--- config.mk ---
export PLATFORM = sky130hd
export DESIGN_NAME = handle_slot_table_flat
export DESIGN_NICKNAME = d
export VERILOG_FILES = /design/src/rtl/hst_pkg.sv /design/src/rtl/hst_req_if.sv /design/src/rtl/hst_rsp_if.sv /design/src/rtl/hst_cell.sv /design/src/rtl/handle_slot_table.sv /design/src/flat_wrapper.sv
export SDC_FILE = /design/constraint.sdc
export NUM_CORES = 1
export LEC_CHECK = 0
export BUFFER_PORTS_ARGS = -buffer_cell sky130_fd_sc_hd__buf_4
export CAP_MARGIN = 15
export CORE_MARGIN = 2
export CORE_UTILIZATION = 50
export DETAILED_ROUTE_END_ITERATION = 16
export PLACE_DENSITY_LB_ADDON = 0.08
export SETUP_SLACK_MARGIN = 0.1
export SYNTH_ARGS = -nofsm -noshare
export SYNTH_HDL_FRONTEND = slang
export SYNTH_SLANG_ARGS = --single-unit
--- constraint.sdc ---
create_clock -name clk_i -period 3.8 [get_ports clk_i]
set_input_delay 0.95 -clock clk_i [delete_from_list [all_inputs] [get_ports clk_i]]
set_output_delay 0.95 -clock clk_i [all_outputs]
set_load 0.01 [all_outputs]
--- src/rtl/hst_pkg.sv ---
// ----------------------------------------------------------------------------
// hst_pkg
// Shared types and constants for the handle slot table.
// ----------------------------------------------------------------------------
package hst_pkg;

  localparam int unsigned FUNC_W     = 2;
  localparam int unsigned HANDLE_W   = 32;
  localparam int unsigned STATUS_W   = 2;
  localparam int unsigned SLOT_IDX_W = 4;
  localparam int unsigned OCC_W      = 5;

  typedef enum logic [FUNC_W-1:0] {
    FUNC_ATTACH = 2'd0,
    FUNC_DETACH = 2'd1,
    FUNC_CLEAR  = 2'd2,
    FUNC_FIND   = 2'd3
  } func_e;

  typedef enum logic [STATUS_W-1:0] {
    STATUS_OK        = 2'd0,
    STATUS_NOSPACE   = 2'd1,
    STATUS_BADHANDLE = 2'd2
  } status_e;

  typedef enum logic {
    ST_IDLE = 1'b0,
    ST_SCAN = 1'b1
  } state_e;

endpackage

--- src/rtl/hst_req_if.sv ---
// ----------------------------------------------------------------------------
// hst_req_if
// Request channel: operation and handle, valid/ready handshake.
// ----------------------------------------------------------------------------
interface hst_req_if
  import hst_pkg::*;
();

  logic                valid;
  logic                ready;
  logic [FUNC_W-1:0]   func;
  logic [HANDLE_W-1:0] handle;

  modport source (output valid, output func, output handle, input ready);
  modport sink   (input valid, input func, input handle, output ready);

endinterface

--- src/rtl/hst_rsp_if.sv ---
// ----------------------------------------------------------------------------
// hst_rsp_if
// Response channel: status, found flag, slot index and occupancy.
// ----------------------------------------------------------------------------
interface hst_rsp_if
  import hst_pkg::*;
();

  logic                  valid;
  logic                  ready;
  logic [STATUS_W-1:0]   status;
  logic                  found;
  logic [SLOT_IDX_W-1:0] slot_index;
  logic [OCC_W-1:0]      occupied;

  modport source (output valid, output status, output found, output slot_index,
                  output occupied, input ready);
  modport sink   (input valid, input status, input found, input slot_index,
                  input occupied, output ready);

endinterface

--- src/rtl/hst_cell.sv ---
// ----------------------------------------------------------------------------
// hst_cell
// One slot of the rotating ring; takes its neighbor's handle on each shift.
// ----------------------------------------------------------------------------
module hst_cell #(
  parameter int unsigned WIDTH = 32
) (
  input  logic             clk_i,
  input  logic             rst_ni,
  input  logic             shift_i,
  input  logic [WIDTH-1:0] next_i,
  output logic [WIDTH-1:0] val_o
);

  logic [WIDTH-1:0] val_q;
  logic [WIDTH-1:0] val_d;

  assign val_d = shift_i ? next_i : val_q;
  assign val_o = val_q;

  always_ff @(posedge clk_i or negedge rst_ni) begin
    if (!rst_ni) begin
      val_q <= '0;
    end else begin
      val_q <= val_d;
    end
  end

endmodule

--- src/rtl/handle_slot_table.sv ---
// ----------------------------------------------------------------------------
// handle_slot_table
// Fixed table of handle slots with attach, detach, clear-all and find.
// ----------------------------------------------------------------------------
// The slots form a ring of cells that rotates by one position per cycle,
// while a scan runs and its final turn is not held, past a single compare and
// write point at cell 0. A transaction is accepted while the block is idle,
// then the ring turns SLOTS times, which brings every slot past the compare
// point in ascending order and restores the alignment; the response is
// registered on the last turn. A new request may be accepted while the
// previous response still waits to be taken; the final turn holds if the
// response register is still occupied.
// ----------------------------------------------------------------------------
module handle_slot_table
  import hst_pkg::*;
#(
  parameter int unsigned SLOTS       = 16,
  parameter int unsigned HANDLE_BITS = 32
) (
  input  logic      clk_i,
  input  logic      rst_ni,
  hst_req_if.sink   req_i,
  hst_rsp_if.source rsp_o
);

  localparam int unsigned IdxW = (SLOTS > 1) ? $clog2(SLOTS) : 1;
  localparam int unsigned CntW = $clog2(SLOTS + 1);

  state_e                 state_q, state_d;
  func_e                  op_q, op_d;
  logic [HANDLE_BITS-1:0] key_q, key_d;
  logic [IdxW-1:0]        scan_q, scan_d;
  logic                   hit_q, hit_d;
  logic [IdxW-1:0]        idx_q, idx_d;
  logic [CntW-1:0]        count_q, count_d;

  logic                   rsp_valid_q, rsp_valid_d;
  status_e                status_q, status_d;
  logic                   found_q, found_d;
  logic [SLOT_IDX_W-1:0]  slot_q, slot_d;
  logic [OCC_W-1:0]       occ_q, occ_d;

  logic [HANDLE_BITS-1:0] ring_val [SLOTS];
  logic [HANDLE_BITS-1:0] tail_in;
  logic                   shift;
  logic                   last;
  logic                   can_finish;
  logic                   head_match;
  logic                   first_hit;
  logic                   wr_ok;
  logic                   key_zero;
  logic                   full;
  logic [HANDLE_BITS-1:0] match_key;
  logic                   req_fire;

  for (genvar i = 0; i < SLOTS; i++) begin : g_cell
    logic [HANDLE_BITS-1:0] next_val;
    if (i == SLOTS - 1) begin : g_tail
      assign next_val = tail_in;
    end else begin : g_mid
      assign next_val = ring_val[i+1];
    end
    hst_cell #(
      .WIDTH (HANDLE_BITS)
    ) u_cell (
      .clk_i   (clk_i),
      .rst_ni  (rst_ni),
      .shift_i (shift),
      .next_i  (next_val),
      .val_o   (ring_val[i])
    );
  end

  assign req_i.ready      = (state_q == ST_IDLE);
  assign req_fire         = req_i.valid && req_i.ready;
  assign rsp_o.valid      = rsp_valid_q;
  assign rsp_o.status     = status_q;
  assign rsp_o.found      = found_q;
  assign rsp_o.slot_index = slot_q;
  assign rsp_o.occupied   = occ_q;

  assign key_zero   = (key_q == '0);
  assign full       = (count_q >= CntW'(SLOTS));
  assign match_key  = (op_q == FUNC_ATTACH) ? '0 : key_q;
  assign head_match = (ring_val[0] == match_key);
  assign first_hit  = head_match && !hit_q;
  assign last       = (scan_q == IdxW'(SLOTS - 1));
  assign can_finish = !rsp_valid_q || rsp_o.ready;
  assign shift      = (state_q == ST_SCAN) && (!last || can_finish);
  assign wr_ok      = ((op_q == FUNC_ATTACH) && !key_zero && !full) ||
                      ((op_q == FUNC_DETACH) && !key_zero);

  always_comb begin
    tail_in = ring_val[0];
    if (op_q == FUNC_CLEAR) begin
      tail_in = '0;
    end else if (first_hit && wr_ok) begin
      tail_in = (op_q == FUNC_ATTACH) ? key_q : '0;
    end
  end

  always_comb begin
    state_d     = state_q;
    op_d        = op_q;
    key_d       = key_q;
    scan_d      = scan_q;
    hit_d       = hit_q;
    idx_d       = idx_q;
    count_d     = count_q;
    rsp_valid_d = rsp_valid_q;
    status_d    = status_q;
    found_d     = found_q;
    slot_d      = slot_q;
    occ_d       = occ_q;

    if (rsp_valid_q && rsp_o.ready) begin
      rsp_valid_d = 1'b0;
    end

    unique case (state_q)
      ST_IDLE: begin
        if (req_fire) begin
          op_d    = func_e'(req_i.func);
          key_d   = HANDLE_BITS'(req_i.handle);
          scan_d  = '0;
          hit_d   = 1'b0;
          idx_d   = '0;
          state_d = ST_SCAN;
        end
      end
      ST_SCAN: begin
        if (shift) begin
          scan_d = scan_q + IdxW'(1);
          if (first_hit) begin
            hit_d = 1'b1;
            idx_d = scan_q;
          end
          if (last) begin
            state_d     = ST_IDLE;
            rsp_valid_d = 1'b1;
            status_d    = STATUS_OK;
            found_d     = 1'b0;
            slot_d      = '0;
            unique case (op_q)
              FUNC_ATTACH: begin
                if (key_zero) begin
                  status_d = STATUS_BADHANDLE;
                end else if (full || !hit_d) begin
                  status_d = STATUS_NOSPACE;
                end else begin
                  slot_d  = SLOT_IDX_W'(idx_d);
                  count_d = count_q + CntW'(1);
                end
              end
              FUNC_DETACH: begin
                if (key_zero || !hit_d) begin
                  status_d = STATUS_BADHANDLE;
                end else begin
                  slot_d = SLOT_IDX_W'(idx_d);
                  if (count_q != '0) begin
                    count_d = count_q - CntW'(1);
                  end
                end
              end
              FUNC_CLEAR: begin
                count_d = '0;
              end
              FUNC_FIND: begin
                if (hit_d) begin
                  found_d = 1'b1;
                  slot_d  = SLOT_IDX_W'(idx_d);
                end else begin
                  status_d = STATUS_BADHANDLE;
                end
              end
              default: begin
                status_d = STATUS_BADHANDLE;
              end
            endcase
            occ_d = OCC_W'(count_d);
          end
        end
      end
      default: begin
        state_d = ST_IDLE;
      end
    endcase
  end

  always_ff @(posedge clk_i or negedge rst_ni) begin
    if (!rst_ni) begin
      state_q     <= ST_IDLE;
      count_q     <= '0;
      rsp_valid_q <= 1'b0;
      hit_q       <= 1'b0;
      scan_q      <= '0;
    end else begin
      state_q     <= state_d;
      count_q     <= count_d;
      rsp_valid_q <= rsp_valid_d;
      hit_q       <= hit_d;
      scan_q      <= scan_d;
    end
  end

  always_ff @(posedge clk_i) begin
    op_q     <= op_d;
    key_q    <= key_d;
    idx_q    <= idx_d;
    status_q <= status_d;
    found_q  <= found_d;
    slot_q   <= slot_d;
    occ_q    <= occ_d;
  end

`ifndef SYNTHESIS
  a_count_bound: assert property (@(posedge clk_i) disable iff (!rst_ni)
    count_q <= CntW'(SLOTS))
    else $error("occupancy count exceeds slot count");

  a_accept_scan: assert property (@(posedge clk_i) disable iff (!rst_ni)
    req_fire |=> (state_q == ST_SCAN) && (scan_q == '0) && !hit_q)
    else $error("accepted transaction did not start a scan");

  a_found_ok: assert property (@(posedge clk_i) disable iff (!rst_ni)
    (rsp_valid_q && found_q) |-> (status_q == STATUS_OK))
    else $error("found flag set on a failed response");

  a_resp_at_end: assert property (@(posedge clk_i) disable iff (!rst_ni)
    ($rose(rsp_valid_q)) |-> (state_q == ST_IDLE) && $past(last))
    else $error("response raised before the ring completed a turn");
`endif

endmodule
--- src/flat_wrapper.sv ---
// flat-port wrapper written by rule: the top's interface ports become plain ports
module handle_slot_table_flat import hst_pkg::*;
#(
  parameter int unsigned SLOTS       = 16,
  parameter int unsigned HANDLE_BITS = 32
)
  (clk_i, rst_ni, req_i_valid, req_i_func, req_i_handle, req_i_ready, rsp_o_valid, rsp_o_status, rsp_o_found, rsp_o_slot_index, rsp_o_occupied, rsp_o_ready);
  hst_req_if req_i_i ();
  hst_rsp_if rsp_o_i ();
  input  logic clk_i;
  input  logic rst_ni;
  input wire logic [$bits(req_i_i.valid)-1:0] req_i_valid;
  input wire logic [$bits(req_i_i.func)-1:0] req_i_func;
  input wire logic [$bits(req_i_i.handle)-1:0] req_i_handle;
  output wire logic [$bits(req_i_i.ready)-1:0] req_i_ready;
  output wire logic [$bits(rsp_o_i.valid)-1:0] rsp_o_valid;
  output wire logic [$bits(rsp_o_i.status)-1:0] rsp_o_status;
  output wire logic [$bits(rsp_o_i.found)-1:0] rsp_o_found;
  output wire logic [$bits(rsp_o_i.slot_index)-1:0] rsp_o_slot_index;
  output wire logic [$bits(rsp_o_i.occupied)-1:0] rsp_o_occupied;
  input wire logic [$bits(rsp_o_i.ready)-1:0] rsp_o_ready;
  assign req_i_i.valid = req_i_valid;
  assign req_i_i.func = req_i_func;
  assign req_i_i.handle = req_i_handle;
  assign req_i_ready = req_i_i.ready;
  assign rsp_o_valid = rsp_o_i.valid;
  assign rsp_o_status = rsp_o_i.status;
  assign rsp_o_found = rsp_o_i.found;
  assign rsp_o_slot_index = rsp_o_i.slot_index;
  assign rsp_o_occupied = rsp_o_i.occupied;
  assign rsp_o_i.ready = rsp_o_ready;
  handle_slot_table #(.SLOTS(SLOTS), .HANDLE_BITS(HANDLE_BITS)) u_core (.clk_i(clk_i), .rst_ni(rst_ni), .req_i(req_i_i), .rsp_o(rsp_o_i));
endmodule
## After elaboration in Yosys (flattened, before gate mapping)

Cells that the tools add are included.

- Word-level logic and storage cells: 105
- Output and inout bits: 14
- Flip-flop bits (word level): 574

- $add $sub $neg: 3
- Multiplexer cells: 40
- Equal/unequal tests: 7
- Magnitude comparators: 1
- Bitwise gates (word level): 1
- Reductions and logical operators: 25

Operators by type and width:

| operator | number |
|---|---|
| $mux W32 | 4 |
| $eq A32 B32 Y1 | 1 |
| $logic_not A32 Y1 | 1 |
| $mux W4 | 8 |
| $mux W5 | 4 |
| $pmux W4 S2 | 2 |
| $pmux W5 S3 | 1 |
| $mux W1 | 14 |
| $pmux W4 S3 | 1 |
| $logic_and A1 B1 Y1 | 8 |
| $logic_not A1 Y1 | 6 |
| $mux W2 | 3 |
| $pmux W2 S3 | 1 |
| $add A5 B1 Y5 const B | 1 |
| $ge A5 B5 Y1 const B | 1 |
| $logic_or A1 B1 Y1 | 5 |
| $reduce_bool A5 Y1 | 1 |
| $sub A5 B1 Y5 const B | 1 |
| $add A4 B1 Y4 const B | 1 |
| $eq A2 B2 Y1 const B | 2 |
| $eq A4 B4 Y1 const B | 1 |
| $ne A2 B2 Y1 const B | 2 |
| $pmux W1 S2 | 2 |
| $reduce_and A2 Y1 | 2 |
| 4 further kinds | 4 |

## Depth between registers and ports, before layout

- Depth in word-level cells: 12
- Depth in mapped cells: 12
- Gate-level depth less buffers: 8

## Cells and area by module

From an unflattened synthesis, not the netlist that was laid out.

- Cell total of the unflattened synthesis: 1429
- Area total of the unflattened synthesis: 25196.7 µm²

Modules (own cells, without submodules):

| module | instances | cells an instance | area each (µm²) |
|---|---|---|---|
| hst_cell | 16 | 68 | 1345.0 |
| handle_slot_table | 1 | 341 | 3676.0 |

## Worst setup path before layout

Ideal clock, no wire load.

- Kind: reg-to-reg
- Start point: reg u_core.op_q[1]
- End point: reg u_core.occ_q[2] (netlist: u_core.rsp_o.occupied[2]) (data pin)
- Library setup time: 0.265 ns
- Path buffers: 1
- Cell stages (with the launch flop): 10
- Path slack: 1.084 ns
- Arrival time: 2.451 ns
- Cell sequence: edfxtp_1 -> nor2_4 -> buf_6 -> nor2_1 -> o32ai_1 -> nand4_1 -> nor4_4 -> o211ai_2 -> o21ba_1 -> or3_1

- Longest elaborated chain between the ends: 12
- Elaborated cells on any way between the ends: 16

Ends and longest elaborated chain:

| element | line | source |
|---|---|---|
| start, declared | handle_slot_table.sv:30 | `func_e op_q, op_d;` |
| start signal, assigned | handle_slot_table.sv:207 | `op_q <= op_d;` |
| $logic_not A2 Y1 | handle_slot_table.sv:84, handle_slot_table.sv:144 |  |
| $mux W32 | handle_slot_table.sv:84 | `assign match_key = (op_q == FUNC_ATTACH) ? '0 : key_q;` |
| $eq A32 B32 Y1 | handle_slot_table.sv:85 | `assign head_match = (ring_val[0] == match_key);` |
| $logic_and A1 B1 Y1 | handle_slot_table.sv:86 | `assign first_hit = head_match && !hit_q;` |
| $mux W1 | handle_slot_table.sv:134 | `if (first_hit) begin` |
| $mux W1 | handle_slot_table.sv:132 | `if (shift) begin` |
| $mux W1 | handle_slot_table.sv:120 | `unique case (state_q)` |
| $logic_not A1 Y1 | handle_slot_table.sv:148, handle_slot_table.sv:156 |  |
| $logic_or A1 B1 Y1 | handle_slot_table.sv:148 | `end else if (full \|\| !hit_d) begin` |
| $mux W5 | handle_slot_table.sv:148 |  |
| $mux W5 | handle_slot_table.sv:146 | `if (key_zero) begin` |
| $pmux W5 S3 (*) | handle_slot_table.sv:144 | `unique case (op_q)` |
| end signal, assigned | handle_slot_table.sv:213 | `occ_q <= occ_d;` |
| end, declared | handle_slot_table.sv:41 | `logic [OCC_W-1:0] occ_q, occ_d;` |

Every way passes the cells marked *; elsewhere a longest branch is shown, timed or not. The select of a mux whose other input is x is not followed.
A chain may end at the register's enable or synchronous reset.

## Worst setup path after layout

- Start point: reg u_core.op_q[1]
- End point: reg u_core.g_cell[15].u_cell.val_q[8]

- Longest elaborated chain between the ends: 7
- Elaborated cells on any way between the ends: 14

Ends and longest elaborated chain:

| element | line | source |
|---|---|---|
| $logic_not A2 Y1 | handle_slot_table.sv:84, handle_slot_table.sv:90, handle_slot_table.sv:98 |  |
| $mux W32 / $logic_and A1 B1 Y1 (equally long branches) | handle_slot_table.sv:84, handle_slot_table.sv:90 |  |
| $eq A32 B32 Y1 / $logic_and A1 B1 Y1 (equally long branches) | handle_slot_table.sv:85, handle_slot_table.sv:90 |  |
| $logic_and A1 B1 Y1 / $logic_or A1 B1 Y1 (equally long branches) | handle_slot_table.sv:86, handle_slot_table.sv:90 |  |
| $logic_and A1 B1 Y1 | handle_slot_table.sv:97 | `end else if (first_hit && wr_ok) begin` |
| $mux W32 | handle_slot_table.sv:97 |  |
| $mux W32 (*) | handle_slot_table.sv:95 | `if (op_q == FUNC_CLEAR) begin` |
| end signal, assigned | hst_cell.sv:25 | `val_q <= val_d;` |
| end, declared | hst_cell.sv:15 | `logic [WIDTH-1:0] val_q;` |

Every way passes the cells marked *; elsewhere a longest branch is shown, timed or not.

==> implementation parameters <==
Parameter                              Value

Detailed routing
  Mean number of vias per cell ... approximately 5.0
  Post-route antenna net violation count ... 0
  DRT Wirelength ... 44.9 mm
  DRC violation count after routing ... 0
  DRC violation total after the first TritonRoute iteration ... 1039
  Routed via count ... 15901
  1st-pass router iterations ... 5
  Routed wire per std cell ... between 10 and 15 um

Logic synthesis
  Mean cell area of the mapped netlist ... approximately 9.1 um2
  Number of enable flip-flop cells after synthesis ... 50
  Number of instances in the synthesized netlist ... about 2500
  Post-synth ARST share ... 0.913
  Leading register cell type out of synthesis ... dfrtp_1
  Yosys warns ... 0
  Synth Cell Area ... around 23000 um2
  Seq/Total Area, Yosys ... 0.638
  Synthesized net count ... between 2000 and 3000
  Number of synthesized register bits ... ~570
  Number of library cell types mapped by synthesis ... between 50 and 60

Global route
  Pin count of the biggest net entering global routing ... 120
  Wire length of the first global-routing pass ... around 77 mm
  Number of global-route vias before repair ... between 15000 and 20000
  Antenna violations before repair ... 0
  Combined global-route utilization of all metal layers ... 0.195
  Overflow left after global routing ... 0

STA
  Total negative slack ... 0 ps
  Max Slew Vio Count ... 0
  Final period util ... 0.877
  Final setup skew ... between 20 and 25 ps
  Maximum clock frequency ... roughly 300 MHz
  Worst-case headroom to the max-slew limit ... 0.333
  Period minus WS final ... about 3300 ps
  Setup repair after global routing missed its margin ... false
  Total count of hold-check failures in the final report ... 0
  Final Setup Violations ... 0
  Least-Margin Pin Slew ... about 1000 ps

Finish
  Antenna diode count ... 0
  Finished Layout Cells ... 3181
  Final nets ... around 2600
  Most used cells in the layout excluding fill and tap cells ... nand2_1 (1487), dfrtp_1 (524), buf_4 (76)
  Most common library cell in the layout ignoring fill and taps ... nand2_1
  Share of final-layout standard cells stronger than drive strength 1 ... 0.0779
  Area grow syn2layout ... 13.6%

Power and ir drop
  Peak supply drop ... ~0.53 mV
  Power per standard cell area ... approximately 560 nW/um2
  Leakage power ... ~14 nW

Clock tree
  CTS H-tree depth ... 2
  Clock tree root buffer cell ... clkbuf_16
  Number of sinks driven by the clock tree ... between 500 and 600
  Worst-case clock buffer depth ... 3
  Clock latency at the later pin of the worst-skew pair ... around 620 ps
  Clock tree from TritonCTS ... done
  Num CTS Buffers ... between 50 and 60
  Post-CTS clock slew at the launch and capture registers of the worst setup and hold paths ... around 60 ps

Worst setup path
  Terminus of the critical flop-to-flop path ... u_core.g_cell[15].u_cell.val_o[8]
  Required arrival time at the worst endpoint ... ~4300 ps
  Worst EP arrival ... around 3800 ps
  Startpoint-to-endpoint class of the critical path ... reg2reg
  Worst-case reg-to-reg path depth ... 10
  Maximum fanout count along the critical path ... 32
  Startpoint type of the worst setup path ... register
  CP endpoint kind ... register
  Launching point of the worst reg2reg path ... u_core.op_q[1]
  FF-to-FF setup slack ... roughly 470 ps

Placement
  Port Buffers ... 51
  Post-placement cell count ... ~3000
  Placed wire-length estimate after detailed placement ... between 20 and 30 mm
  RePlAce Congestion ... approximately 0.8

Die
  Rows ... approximately 80
  Boundary Pins ... 52
  Core area ... 45300 um2
  Starting utilization of the core area ... 0.506
  Die Y ... between 200 and 250 um
  Chip Width ... 218 um
  Total Die Area ... approximately 48000 um2

Flow run
  Max-capacitance violation count ... 0

Hold path
  Path class of the lowest-slack min-delay path ... in2async

Outcome
  Run status ... completed
## layer usage
metal | up-vias | wire, um | GRT usage
met2 | 172 | 21100 | 0.309
met3 | 77 | 1270 | 0.0294
met5 | - | 0 | 0
met1 | 7746 | 21400 | 0.274
met4 | 0 | 1190 | 0.0687
li1 | 7906 | - | -
## logic make-up after synthesis
| group | synth area share |
|---|---|
| AOI/OAI and AO/OA | 0.0256 |
| xor gates and xnor gates | 0.00726 |
| adders and majority gates | 0.00164 |
| buffers and inverters | 0.0241 |
| DFF | 0.638 |
| muxes | 0.0207 |
| and+or+nand+nor | 0.283 |
## Yosys cell counts, types with 2 or more instances
| cell type | n | area, um2 |
|---|---|---|
| ha_1 | 3 | 37.5 |
| inv_1 | 7 | 26.3 |
| buf_2 | 4 | 20.0 |
| nand4_1 | 9 | 56.3 |
| xor2_1 | 3 | 26.3 |
| xnor2_1 | 16 | 140 |
| nor4bb_1 | 16 | 160 |
| a31oi_1 | 16 | 100 |
| and2_1 | 33 | 206 |
| and3_1 | 2 | 12.5 |
| dfrtp_1 | 524 | 13100 |
| o32ai_1 | 16 | 140 |
| a21o_1 | 3 | 22.5 |
| o21ai_2 | 2 | 17.5 |
| o21ai_0 | 37 | 185 |
| o211ai_1 | 2 | 15.0 |
| mux2i_1 | 44 | 440 |
| and4_1 | 2 | 17.5 |
| or3_1 | 2 | 12.5 |
| nor2_1 | 60 | 225 |
| or4_1 | 2 | 15.0 |
| buf_6 | 2 | 22.5 |
| clkbuf_1 | 124 | 465 |
| buf_1 | 4 | 15.0 |
| nand2b_1 | 4 | 25.0 |
| nand2_1 | 1487 | 5580 |
| edfxtp_1 | 50 | 1500 |
| nand3_1 | 7 | 35.0 |
| or3b_2 | 2 | 17.5 |
| nor3_1 | 5 | 25.0 |
| mux2_2 | 2 | 22.5 |
| nor4_1 | 4 | 25.0 |
## sequential cells by signal (all words and copies together) (netlist names)
register	count
u_core.count_q	5
u_core.g_cell.u_cell.val_o	512
u_core.hit_q	1
u_core.idx_q	4
u_core.key_q	32
u_core.op_q	2
u_core.rsp_o.found	1
u_core.rsp_o.occupied	5
u_core.rsp_o.slot_index	4
u_core.rsp_o.status	2
u_core.rsp_o.valid	1
u_core.scan_q	4
u_core.state_q	1
## stage by stage
step                      setup slack [ps]  cell area, um2  hold WS [ps]   util  total power [mW]
after floorplan                       1080           22900           439      -              8.11
after global placement                 237           24000           446  0.531              8.89
after detailed placement               173           24000           449  0.531              8.92
after CTS                              145           26000           437  0.575              14.8
after global routing                   285           26000           473  0.575              15.3
final                                  467           26000           390  0.575              14.6
## worst max path at each step
stage	from	to	slack, ps	depth (start not counted)
2_1_floorplan	u_core.op_q[1]	u_core.rsp_o.occupied[2]	1080	9
3_3_place_gp	u_core.op_q[1]	u_core.rsp_o.occupied[2]	240	8
3_5_place_dp	u_core.op_q[1]	u_core.g_cell[15].u_cell.val_o[7]	170	10
4_1_cts	u_core.op_q[1]	u_core.g_cell[15].u_cell.val_o[7]	140	10
5_1_grt	u_core.op_q[1]	u_core.g_cell[15].u_cell.val_o[7]	290	10
6_report	u_core.op_q[1]	u_core.g_cell[15].u_cell.val_o[8]	470	10
## critical path: stages, from the launching register on
cell,delay (ps)
edfxtp_1,690
nor2_4,430
nor2_1,90
o32ai_1,370
nand4_1,230
nor4_4,350
buf_4,210
nand3b_1,90
buf_4,310
mux2i_1,230
o21ai_0,110
## final cells by class
class | count | area (um2)
fill | 4038 | 19200
sequential | 574 | 14600
multi-input combinational | 1800 | 7780
clock buffer | 93 | 1830
timing repair buffer | 91 | 866
tap | 600 | 751
clock inverter | 15 | 168
inverter | 8 | 30.0
## what timing repair did
action | in CTS | in global routing
buffers inserted | 0 | 1
resized for setup | 0 | 1
hold buffers | 0 | 0
endpoints found under the setup margin | 0 | 37
## where the power goes
group	internal, mW	total (mW)	switching (mW)
logic	0.485	2.24	1.76
clock network	3.44	5.83	2.40
registers	6.36	6.52	0.161
total	10.3	14.6	4.32
No activity file was read; power rests on OpenSTA's default activity.
